**src/hdl/traffic_light_sequencer_unit_assert.svh**
```systemverilog
// assertion macros for the traffic light sequencer core
// no dependencies; include by bare file name at the end of a module
`ifndef TRAFFIC_LIGHT_SEQUENCER_UNIT_ASSERT_SVH
`define TRAFFIC_LIGHT_SEQUENCER_UNIT_ASSERT_SVH

// condition and consequence in the same cycle
`define TLS_ASSERT_SAME(label, clk, rst_n, ante, cons) \
    label: assert property (@(posedge clk) disable iff (!rst_n) (ante) |-> (cons)) \
        else $error("tls assertion failed");

// consequence in the cycle after the condition
`define TLS_ASSERT_NEXT(label, clk, rst_n, ante, cons) \
    label: assert property (@(posedge clk) disable iff (!rst_n) (ante) |=> (cons)) \
        else $error("tls assertion failed");

`endif

```
**src/hdl/tls_pkg.sv**
```systemverilog
// types, codes and the duty calculation for the traffic light sequencer
// no dependencies
`timescale 1ns / 1ps

package tls_pkg;

    localparam logic [1:0] MODE_NORMAL   = 2'd0;
    localparam logic [1:0] MODE_RED_HOLD = 2'd1;
    localparam logic [1:0] MODE_BLINK    = 2'd2;
    localparam logic [1:0] MODE_DARK     = 2'd3;

    localparam logic [2:0] PH_RED     = 3'd0;
    localparam logic [2:0] PH_YELLOW1 = 3'd1;
    localparam logic [2:0] PH_GREEN   = 3'd2;
    localparam logic [2:0] PH_FLICKER = 3'd3;
    localparam logic [2:0] PH_YELLOW2 = 3'd4;

    localparam logic [2:0] PAT_OFF    = 3'd0;
    localparam logic [2:0] PAT_RED    = 3'd1;
    localparam logic [2:0] PAT_YELLOW = 3'd2;
    localparam logic [2:0] PAT_GREEN  = 3'd3;
    localparam logic [2:0] PAT_ALL    = 3'd4;

    localparam logic [2:0] FLICKER_TOGGLES = 3'd6;
    localparam logic [8:0] BLINK_PERIOD    = 9'd500;

    localparam logic [1:0] REG_RED     = 2'd0;
    localparam logic [1:0] REG_YELLOW  = 2'd1;
    localparam logic [1:0] REG_GREEN   = 2'd2;
    localparam logic [1:0] REG_FLICKER = 2'd3;

    localparam int FlickerDefault = 1000 / 6;
    localparam logic [15:0] RED_RESET     = 16'd2000;
    localparam logic [15:0] YELLOW_RESET  = 16'd500;
    localparam logic [15:0] GREEN_RESET   = 16'd2000;
    localparam logic [15:0] FLICKER_RESET = 16'(FlickerDefault);

    typedef struct packed {
        logic [15:0] red_time;
        logic [15:0] yellow_time;
        logic [15:0] green_time;
        logic [15:0] flicker_time;
    } t_cfg;

    typedef struct packed {
        logic       tick;
        logic [2:0] levels;   // button three, two, one
        logic [9:0] pot;
    } t_item;

    typedef struct packed {
        logic [7:0] red;
        logic [7:0] yellow;
        logic [7:0] green;
        logic [1:0] mode;
        logic [2:0] phase;
    } t_result;

    // pot*255/1023 truncated: estimate x/1023 as (x + x/1024)/1024, then one correction
    function automatic logic [7:0] f_duty(input logic [9:0] pot);
        logic [17:0] x;
        logic [17:0] q;
        logic [17:0] rem;
        x   = {pot, 8'd0} - {8'd0, pot};
        q   = (x + (x >> 10)) >> 10;
        rem = x - ((q << 10) - q);
        if (rem >= 18'd1023) begin
            q = q + 18'd1;
        end
        return q[7:0];
    endfunction

endpackage

```
**src/hdl/tls_cfg.sv**
```systemverilog
// duration registers behind the apb-style configuration port
// depends on tls_pkg
`timescale 1ns / 1ps

module tls_cfg
    import tls_pkg::*;
(
    input  logic        i_clk,
    input  logic        i_rst_n,
    input  logic        psel,
    input  logic        penable,
    input  logic        pwrite,
    input  logic [3:0]  paddr,
    input  logic [31:0] pwdata,
    output logic [31:0] prdata,
    output logic        pready,
    output t_cfg        o_cfg
);

    t_cfg       r_cfg;
    logic       wr_en;
    logic [1:0] reg_idx;

    assign reg_idx = paddr[3:2];
    assign wr_en   = psel && penable && pwrite;
    assign pready  = 1'b1;
    assign o_cfg   = r_cfg;

    always_ff @(posedge i_clk) begin
        if (!i_rst_n) begin
            r_cfg.red_time     <= RED_RESET;
            r_cfg.yellow_time  <= YELLOW_RESET;
            r_cfg.green_time   <= GREEN_RESET;
            r_cfg.flicker_time <= FLICKER_RESET;
        end else if (wr_en) begin
            case (reg_idx)
                REG_RED:     r_cfg.red_time     <= pwdata[15:0];
                REG_YELLOW:  r_cfg.yellow_time  <= pwdata[15:0];
                REG_GREEN:   r_cfg.green_time   <= pwdata[15:0];
                REG_FLICKER: r_cfg.flicker_time <= pwdata[15:0];
                default: ;
            endcase
        end
    end

    always_comb begin
        case (reg_idx)
            REG_RED:     prdata = {16'd0, r_cfg.red_time};
            REG_YELLOW:  prdata = {16'd0, r_cfg.yellow_time};
            REG_GREEN:   prdata = {16'd0, r_cfg.green_time};
            REG_FLICKER: prdata = {16'd0, r_cfg.flicker_time};
            default:     prdata = 32'd0;
        endcase
    end

endmodule

```
**src/hdl/tls_core.sv**
```systemverilog
// sequencer state: button edges, phase machine, blinker and lamp rendering
// depends on tls_pkg and traffic_light_sequencer_unit_assert.svh
`timescale 1ns / 1ps

module tls_core
    import tls_pkg::*;
(
    input  logic    i_clk,
    input  logic    i_rst_n,
    input  logic    i_advance,
    input  t_item   i_item,
    input  t_cfg    i_cfg,
    output t_result o_result
);

    logic [2:0]  r_phase,   n_phase;
    logic [15:0] r_elapsed, n_elapsed;
    logic [2:0]  r_flicker, n_flicker;
    logic [2:0]  r_pattern, n_pattern;
    logic [1:0]  r_mode,    n_mode;
    logic [8:0]  r_blink,   n_blink;
    logic [2:0]  r_last,    n_last;
    logic [7:0]  duty;
    logic        hold_phase;

    assign duty = f_duty(i_item.pot);

    // override mode with no button falling on this edge keeps the phase machine frozen
    assign hold_phase = (r_mode != MODE_NORMAL) && !(i_advance && |(r_last & ~i_item.levels));

    always_comb begin
        n_phase   = r_phase;
        n_elapsed = r_elapsed;
        n_flicker = r_flicker;
        n_pattern = r_pattern;
        n_mode    = r_mode;
        n_blink   = r_blink;
        n_last    = i_item.levels;

        // falling edges, button one first, each sees the mode left by the previous
        for (int b = 0; b < 3; b++) begin
            if (r_last[b] && !i_item.levels[b]) begin
                if (n_mode != 2'(b + 1)) begin
                    n_mode = 2'(b + 1);
                    case (n_mode)
                        MODE_RED_HOLD: n_pattern = PAT_RED;
                        MODE_BLINK: begin
                            n_pattern = PAT_ALL;
                            n_blink   = '0;
                        end
                        default: n_pattern = PAT_OFF;
                    endcase
                end else begin
                    n_mode    = MODE_NORMAL;
                    n_phase   = PH_RED;
                    n_elapsed = '0;
                end
            end
        end

        if (i_item.tick) begin
            if (n_mode == MODE_NORMAL) begin
                if (n_elapsed != 16'hFFFF) begin
                    n_elapsed = n_elapsed + 16'd1;
                end
                case (n_phase)
                    PH_RED: begin
                        n_pattern = PAT_RED;
                        if (n_elapsed >= i_cfg.red_time) begin
                            n_elapsed = '0;
                            n_phase   = PH_YELLOW1;
                        end
                    end
                    PH_YELLOW1: begin
                        n_pattern = PAT_YELLOW;
                        if (n_elapsed >= i_cfg.yellow_time) begin
                            n_elapsed = '0;
                            n_phase   = PH_GREEN;
                        end
                    end
                    PH_GREEN: begin
                        n_pattern = PAT_GREEN;
                        if (n_elapsed >= i_cfg.green_time) begin
                            n_elapsed = '0;
                            n_phase   = PH_FLICKER;
                            n_flicker = '0;
                        end
                    end
                    PH_FLICKER: begin
                        if (n_elapsed >= i_cfg.flicker_time) begin
                            n_elapsed = '0;
                            n_pattern = (n_pattern == PAT_GREEN) ? PAT_OFF : PAT_GREEN;
                            if (n_flicker != 3'd7) begin
                                n_flicker = n_flicker + 3'd1;
                            end
                            if (n_flicker >= FLICKER_TOGGLES) begin
                                n_phase = PH_YELLOW2;
                            end
                        end
                    end
                    default: begin
                        n_pattern = PAT_YELLOW;
                        if (n_elapsed >= i_cfg.yellow_time) begin
                            n_elapsed = '0;
                            n_phase   = PH_RED;
                        end
                    end
                endcase
            end else if (n_mode == MODE_BLINK) begin
                n_blink = n_blink + 9'd1;
                if (n_blink >= BLINK_PERIOD) begin
                    n_blink   = '0;
                    n_pattern = (n_pattern == PAT_ALL) ? PAT_OFF : PAT_ALL;
                end
            end
        end
    end

    // lamps follow the updated pattern; an all-lamps pattern only lights in blink mode
    always_comb begin
        o_result.red    = 8'd0;
        o_result.yellow = 8'd0;
        o_result.green  = 8'd0;
        o_result.mode   = n_mode;
        o_result.phase  = n_phase;
        if (n_mode == MODE_BLINK) begin
            if (n_pattern == PAT_ALL) begin
                o_result.red    = duty;
                o_result.yellow = duty;
                o_result.green  = duty;
            end
        end else begin
            case (n_pattern)
                PAT_RED:    o_result.red    = duty;
                PAT_YELLOW: o_result.yellow = duty;
                PAT_GREEN:  o_result.green  = duty;
                default: ;
            endcase
        end
    end

    always_ff @(posedge i_clk) begin
        if (!i_rst_n) begin
            r_phase   <= PH_RED;
            r_elapsed <= '0;
            r_flicker <= '0;
            r_pattern <= PAT_OFF;
            r_mode    <= MODE_NORMAL;
            r_blink   <= '0;
            r_last    <= 3'b111;
        end else if (i_advance) begin
            r_phase   <= n_phase;
            r_elapsed <= n_elapsed;
            r_flicker <= n_flicker;
            r_pattern <= n_pattern;
            r_mode    <= n_mode;
            r_blink   <= n_blink;
            r_last    <= n_last;
        end
    end

`include "traffic_light_sequencer_unit_assert.svh"

    `TLS_ASSERT_SAME(a_flicker_bound, i_clk, i_rst_n, 1'b1, r_flicker <= FLICKER_TOGGLES)
    `TLS_ASSERT_SAME(a_blink_bound, i_clk, i_rst_n, 1'b1, r_blink < BLINK_PERIOD)
    `TLS_ASSERT_NEXT(a_frozen_phase, i_clk, i_rst_n, hold_phase, $stable(r_phase) && $stable(r_elapsed))

endmodule

```
**src/hdl/traffic_light_sequencer_unit.sv**
```systemverilog
// channel   direction  handshake            payload
// item      in         i_valid / o_stall    i_tick, i_button_*_level, i_pot_level
// result    out        o_valid / i_stall    o_*_level, o_mode_code, o_phase_code
// config    in         psel/penable/pwrite  paddr, pwdata, prdata, pready
// one item per cycle unless stalled; items pass the input, then the output register
// the sequencer state is updated between input and output registers, when a result is registered
// synchronous active-low reset, no clearing pass; durations return to their defaults
// a stalled result holds the output register, and the input register fills behind it
// top level; depends on tls_pkg, tls_cfg and tls_core
`timescale 1ns / 1ps

module traffic_light_sequencer_unit
    import tls_pkg::*;
(
    input  logic        i_clk,
    input  logic        i_rst_n,
    input  logic        i_valid,
    output logic        o_stall,
    input  logic        i_tick,
    input  logic        i_button_one_level,
    input  logic        i_button_two_level,
    input  logic        i_button_three_level,
    input  logic [9:0]  i_pot_level,
    output logic        o_valid,
    input  logic        i_stall,
    output logic [7:0]  o_red_level,
    output logic [7:0]  o_yellow_level,
    output logic [7:0]  o_green_level,
    output logic [1:0]  o_mode_code,
    output logic [2:0]  o_phase_code,
    input  logic        psel,
    input  logic        penable,
    input  logic        pwrite,
    input  logic [3:0]  paddr,
    input  logic [31:0] pwdata,
    output logic [31:0] prdata,
    output logic        pready
);

    t_cfg    cfg;
    t_result result;
    t_item   r_item;
    t_result r_result;
    logic    r_in_valid;
    logic    r_out_valid;
    logic    advance;
    logic    load;

    // the output slot frees when empty or when its result is taken this edge
    assign advance = r_in_valid && (!r_out_valid || !i_stall);
    assign o_stall = r_in_valid && !advance;
    assign load    = i_valid && !o_stall;

    tls_cfg u_cfg (
        .i_clk   (i_clk),
        .i_rst_n (i_rst_n),
        .psel    (psel),
        .penable (penable),
        .pwrite  (pwrite),
        .paddr   (paddr),
        .pwdata  (pwdata),
        .prdata  (prdata),
        .pready  (pready),
        .o_cfg   (cfg)
    );

    tls_core u_core (
        .i_clk     (i_clk),
        .i_rst_n   (i_rst_n),
        .i_advance (advance),
        .i_item    (r_item),
        .i_cfg     (cfg),
        .o_result  (result)
    );

    always_ff @(posedge i_clk) begin
        if (!i_rst_n) begin
            r_in_valid  <= 1'b0;
            r_out_valid <= 1'b0;
        end else begin
            if (load) begin
                r_in_valid <= 1'b1;
            end else if (advance) begin
                r_in_valid <= 1'b0;
            end
            if (advance) begin
                r_out_valid <= 1'b1;
            end else if (!i_stall) begin
                r_out_valid <= 1'b0;
            end
        end
    end

    always_ff @(posedge i_clk) begin
        if (load) begin
            r_item.tick   <= i_tick;
            r_item.levels <= {i_button_three_level, i_button_two_level, i_button_one_level};
            r_item.pot    <= i_pot_level;
        end
        if (advance) begin
            r_result <= result;
        end
    end

    assign o_valid        = r_out_valid;
    assign o_red_level    = r_result.red;
    assign o_yellow_level = r_result.yellow;
    assign o_green_level  = r_result.green;
    assign o_mode_code    = r_result.mode;
    assign o_phase_code   = r_result.phase;

endmodule
```
**config.mk**
```make
export PLATFORM = sky130hd
export DESIGN_NAME = traffic_light_sequencer_unit
export DESIGN_NICKNAME = d
export VERILOG_FILES = /design/src/hdl/tls_pkg.sv /design/src/hdl/tls_cfg.sv /design/src/hdl/tls_core.sv /design/src/hdl/traffic_light_sequencer_unit.sv
export VERILOG_INCLUDE_DIRS = /design/src /design/src/hdl
export SDC_FILE = /design/constraint.sdc
export NUM_CORES = 1
export LEC_CHECK = 0
export BUFFER_PORTS_ARGS = -buffer_cell sky130_fd_sc_hd__buf_2
export CAP_MARGIN = 20
export CORE_MARGIN = 1.5
export CORE_UTILIZATION = 25
export DETAILED_ROUTE_END_ITERATION = 8
export PLACE_DENSITY_LB_ADDON = 0.08
export SYNTH_ARGS = -nofsm -noshare
export SYNTH_HDL_FRONTEND = slang
export SYNTH_HIERARCHICAL = 1
export SYNTH_SLANG_ARGS = --single-unit
```
**constraint.sdc**
```tcl
create_clock -name i_clk -period 17.74 [get_ports i_clk]
set_input_delay 1.774 -clock i_clk [delete_from_list [all_inputs] [get_ports i_clk]]
set_output_delay 1.774 -clock i_clk [all_outputs]
set_load 0.1 [all_outputs]
```
**After elaboration in Yosys (flattened, before gate mapping)**

Index checks and enable logic that the tools add are counted.
Widths: inputs -> output; s select.

- Register bits after elaboration: 148
- Bits in latches: 0
- Memory bits (writable): 0
- Memory bits (read-only): 0
- Output and inout port bits: 64
- Memories: 0

- $add $sub $neg: 8
- Multiply operators: 0
- Divide/modulo/power cells: 0
- Order comparisons: 7
- Equality and inequality tests: 21
- Shifts and indexed selects: 0
- Muxes and demuxes: 76
- Bitwise operators: 0
- Reduce and logical (&&, ||, !) cells: 26

Operator list:

| operator | count |
|---|---|
| $mux 16 | 15 |
| $pmux 32 s4 | 1 |
| $mux 3 | 33 |
| $ge 16x16->1 | 4 |
| $mux 9 | 6 |
| $mux 24 | 2 |
| $pmux 16 s3 | 1 |
| $mux 8 | 4 |
| $add 18x8->18 | 1 |
| $ge 18x10->1 const B | 1 |
| $sub 18x10->18 | 1 |
| $sub 18x18->18 | 1 |
| $sub 18x8->18 | 1 |
| $add 16x1->16 const B | 1 |
| $ne 16x16->1 const B | 1 |
| $eq 3x2->1 const B | 5 |
| $mux 2 | 6 |
| $pmux 3 s4 | 1 |
| $add 9x1->9 const B | 1 |
| $ge 9x9->1 const B | 1 |
| $pmux 3 s3 | 1 |
| $add 8x1->8 const B | 1 |
| $logic_and 1x1->1 | 8 |
| $ne 2x1->1 const B | 4 |
| other kinds (17) | 37 |

**Depth between registers and ports, before layout**

- Depth after elaboration: 24
- Mapped depth: 30
- Gate-level depth less buffers: 30

**By module**

Netlist, hierarchy kept.

By module, submodules not included:

| module | times used | cells each | area each (µm²) | sequential area each (µm²) |
|---|---|---|---|---|
| tls_core | 1 | 917 | 6550.0 | 780.7 |
| tls_cfg | 1 | 289 | 3030.4 | 1281.2 |
| traffic_light_sequencer_unit | 1 | 51 | 1375.1 | 1331.3 |

**Worst setup path after synthesis**

Ideal clock, no wire load.

- Path kind: register -> register
- Start point: reg r_item[0] in the netlist's numbering
- End point: reg r_result (netlist bit o_green_level[7]), data pin
- Library setup time: 0.273 ns
- Data arrival time: 6.466 ns
- Required time: 17.467 ns
- Path slack: 11.001 ns
- Cell stages (with the launch flop): 30
- Path buffers: 1
- Period minus slack after synthesis: 6.739 ns
- Cell sequence: edfxtp_1 > ha_1 > and4bb_2 > nand3_1 > nor2b_1 > mux2_2 > ha_1 > a21oi_1 > o21ai_0 > a31oi_1 > a22oi_1 > o211ai_1 > a21boi_0 > and3_1 > ha_1 > clkbuf_1 > inv_1 > ha_1 > inv_1 > ha_1 > a211o_1 > a31o_2 > a221oi_1 > o31ai_1 > o31ai_1 > o21ai_0 > xor3_2 > nor2_4 > nor4_2 > mux2i_1

RTL lines:

| what | RTL line | source |
|---|---|---|
| start: declaration | traffic_light_sequencer_unit.sv:42 | `t_item r_item;` |
| end signal: assignment | traffic_light_sequencer_unit.sv:101 | `r_result <= result;` |
| end: declaration | traffic_light_sequencer_unit.sv:43 | `t_result r_result;` |

==> summary.txt <==
Clocking
  • Clock tree sinks: 148
  • Worst-path clk slew: roughly 70 ps
  • CTS tree: built
  • CTS Hold Buffers Added: 0
  • Post-CTS setup buffer count: 0
  • Post_cts resized: 0
  • Maximum level of the CTS H-tree: 4
  • Root buffer cell: clkbuf_16
  • Maximum buffer depth of the clock tree: 2
  • Clock latency reported for the late side of the worst-skew pair: 480 ps
  • Number of buffers created by CTS: 17

Worst setup path
  • Cell mode on critical path: ha_1
  • Required time of the critical path: 17950 ps
  • Arrival @ worst endpoint: 8090 ps
  • Max Fanout on Critical Path: 7
  • Worst reg2reg startpoint: r_item[0]
  • Startpoint kind of the worst setup timing path: flop
  • Critical path origin: r_item[0]
  • Element type at the critical path end: flop
  • Class of the most critical setup path: flop to flop
  • Max stage delay cell, worst path: a221oi_1
  • Highest cell delay on the worst timing path: between 600 and 700 ps

Power
  • Max rail drop VDD: between 0.04 and 0.05 mV
  • Standby leakage power: 5.28 nW
  • Pwr dens: about 80 nW/um2

Floorplan
  • Chip Width: 212 um
  • Ports placed on the boundary: 121
  • Overall die height: 212 um
  • FP Rows: 76
  • Full die area: around 45000 um2
  • Floorplan Core Area: 43200 um2
  • Initial core utilization: 25.4%

Timing
  • Minimum clock period: 7870 ps
  • Final worst hold slack: 473 ps
  • Worst Clk Skew: 12.5 ps
  • Worst-Margin Slew: 1010 ps
  • Worst max-slew margin expressed relative to the limit: 32.7%
  • Fin crit share: 44.4%
  • Final setup violating endpoints: 0
  • RSZ-0062 raised after global routing: no
  • Count of final max-slew check failures: 0
  • Total count of hold-check failures in the final report: 0
  • Worst-case setup margin in the final layout: 9870 ps
  • Maximum frequency from static timing analysis: 127 MHz
  • Aggregate negative setup slack: 0 ps

Job
  • Max-cap check violation count: 0

Logic synthesis
  • Count of flip-flops with a built-in enable after synthesis: 43
  • Average instance area after synthesis: 8.72 um2
  • Flip-flop and latch count after synthesis: between 100 and 150
  • Unique masters post-synth: 91
  • Fraction of synthesized cell area taken by the top area cell type: 19.2%
  • Sequential fraction of the synthesis area: 31.0%
  • Async SR Flop Fraction: 0%
  • Predominant post-synthesis flop cell: dfxtp_1
  • Synth Instances: 1257
  • Dominant cells by area after synthesis: dfxtp_1 19%, ha_1 12%, edfxtp_1 12%
  • Leading area contributor after synthesis: dfxtp_1
  • Cell Area, Synth: roughly 11000 um2
  • Ys Warns: 6

GRT
  • Vias in the first global route: 8918
  • Total congestion overflow after global routing: 0
  • Wire length of the first global-routing pass: 50.6 mm
  • Overall fraction of global-route tracks in use: 14.8%
  • Maximum number of pins on one net before global-route repair: 69
  • Antenna violations before repair: 0

Min path
  • Worst hold-check path type: flop to flop
  • Launch point of the worst hold path: u_cfg/o_cfg[50]

Route
  • Number of antenna-violating nets in the routed design: 0
  • Vias/cell: 4.63
  • DR iter-0 viols: between 400 and 500
  • Total wire length after detailed routing: 31.9 mm
  • Via Count: 8861
  • DRC violation count after routing: 0
  • Pre-Repair DR Iteration Count: 5
  • Detailed-route wire length per cell: roughly 17 um

Finish
  • Most frequent standard cell in the layout excluding fill and tap cells: nand2_1
  • Antenna diode count: 0
  • Signed area change from the synthesized netlist to the final layout: 13.5%
  • Commonest cells after routing, fill and taps aside: 128 x nand2_1, 120 x inv_1, 108 x ha_1, 105 x dfxtp_1, 85 x nor2_1
  • Fraction of final layout cells with drive strength greater than 1: 13.0%
  • Final-stage net count: 1479

Placement
  • Buffers added on ports: 85
  • Last weighted congestion value of the routability-driven placer: 0.765
  • Worst slack, placed: 9800 ps
  • Detailed placement HPWL: approximately 24 mm

Status
  • Run status: finished, final reports clean
## where the power goes
| group | leakage, nW | total [mW] | switching (mW) | internal, mW |
|---|---|---|---|---|
| registers | 1.25 | 0.369 | 0.00963 | 0.360 |
| logic | 3.74 | 0.248 | 0.173 | 0.0748 |
| clock network | 0.286 | 0.375 | 0.168 | 0.207 |
| total | 5.28 | 0.992 | 0.350 | 0.642 |
## flip-flops by register name, indices dropped and copies added (netlist names)
register	flops
u_cfg/o_cfg	64
u_core/r_elapsed	16
r_item	14
u_core/r_blink	9
o_green_level	8
o_red_level	8
o_yellow_level	8
o_phase_code	3
u_core/r_flicker	3
u_core/r_last	3
u_core/r_pattern	3
u_core/r_phase	3
o_mode_code	2
u_core/r_mode	2
o_valid	1
r_in_valid	1
## critical path: cells and delay by family (launching register included)
kind | cells | cell delay (ps)
flip-flops | 1 | 530
adder cells (fa/ha/maj) | 5 | 1560
AND/OR/NAND/NOR | 9 | 1870
multiplexers | 2 | 630
AO/OA/AOI/OAI | 9 | 2650
buffers and inverters | 2 | 180
XOR/XNOR | 1 | 170
## cells in the mapped netlist (4+ instances only)
cell type and instances:
a32oi_1 4, nand2b_1 19, a31oi_1 8, xnor2_1 32, mux4_2 14, buf_4 20
buf_6 7, mux2i_1 60, nand3_1 29, xor2_1 17, o31a_1 4, nand2_1 128
and2_1 5, nor2_1 85, o21a_1 6, nand4_1 16, a21oi_1 60, o311ai_0 6
clkbuf_1 36, edfxtp_1 43, nor3_1 17, nand3b_1 5, o21ai_1 5, dfxtp_1 105
nor4_1 9, inv_1 120, mux2_2 4, or2_2 5, a21boi_0 7, o211ai_1 20
a21o_1 20, o21ai_0 83, or3_1 5, nor2b_1 33, ha_1 108, and3_1 10
o31ai_1 15
## logic make-up after synthesis
logic type               share of synthesized area (%)
other                                           0.0685
XOR/XNOR                                          4.35
AND/OR/NAND/NOR                                   18.3
flip-flops                                        31.0
multiplexers                                      9.25
AO/OA/AOI/OAI                                     17.1
buffers and inverters                             7.67
adder cells (fa/ha/maj)                           12.3
## layer usage
layer | GRT usage [%] | wire length, um
met5 | 0 | 0
met2 | 23.7 | 14400
met4 | 4.84 | 453
met3 | 3.07 | 1050
met1 | 19.9 | 16000
## cell type report
| cell class | instances | area [um2] |
|---|---|---|
| Inverter | 121 | 454 |
| Fill cell | 4717 | 30700 |
| Clock buffer | 20 | 468 |
| Tap cell | 585 | 732 |
| Sequential cell | 148 | 3390 |
| Clock inverter | 12 | 121 |
| Multi-Input combinational cell | 935 | 6790 |
| Timing Repair Buffer | 91 | 473 |
## final timing paths
check                       to  slack (ps)  depth (start not counted)
min            u_cfg/o_cfg[50]         470                          2
max reg2reg  o_yellow_level[1]        9870                         28
max          o_yellow_level[1]        9870                         28
min reg2reg    u_cfg/o_cfg[50]         470                          2
## stage by stage
step                cells  power, mW  util (%)  instance area (um2)
finish               1912      0.992      28.8                12400
global route         1912       1.05      28.8                12400
CTS                  1912       1.01      28.8                12400
detailed placement   1880      0.626      27.4                11800
global placement     1880      0.627      27.4                11800
floorplan            1272      0.573         -                11000
Note: power is estimated with default switching activity, not from simulation.
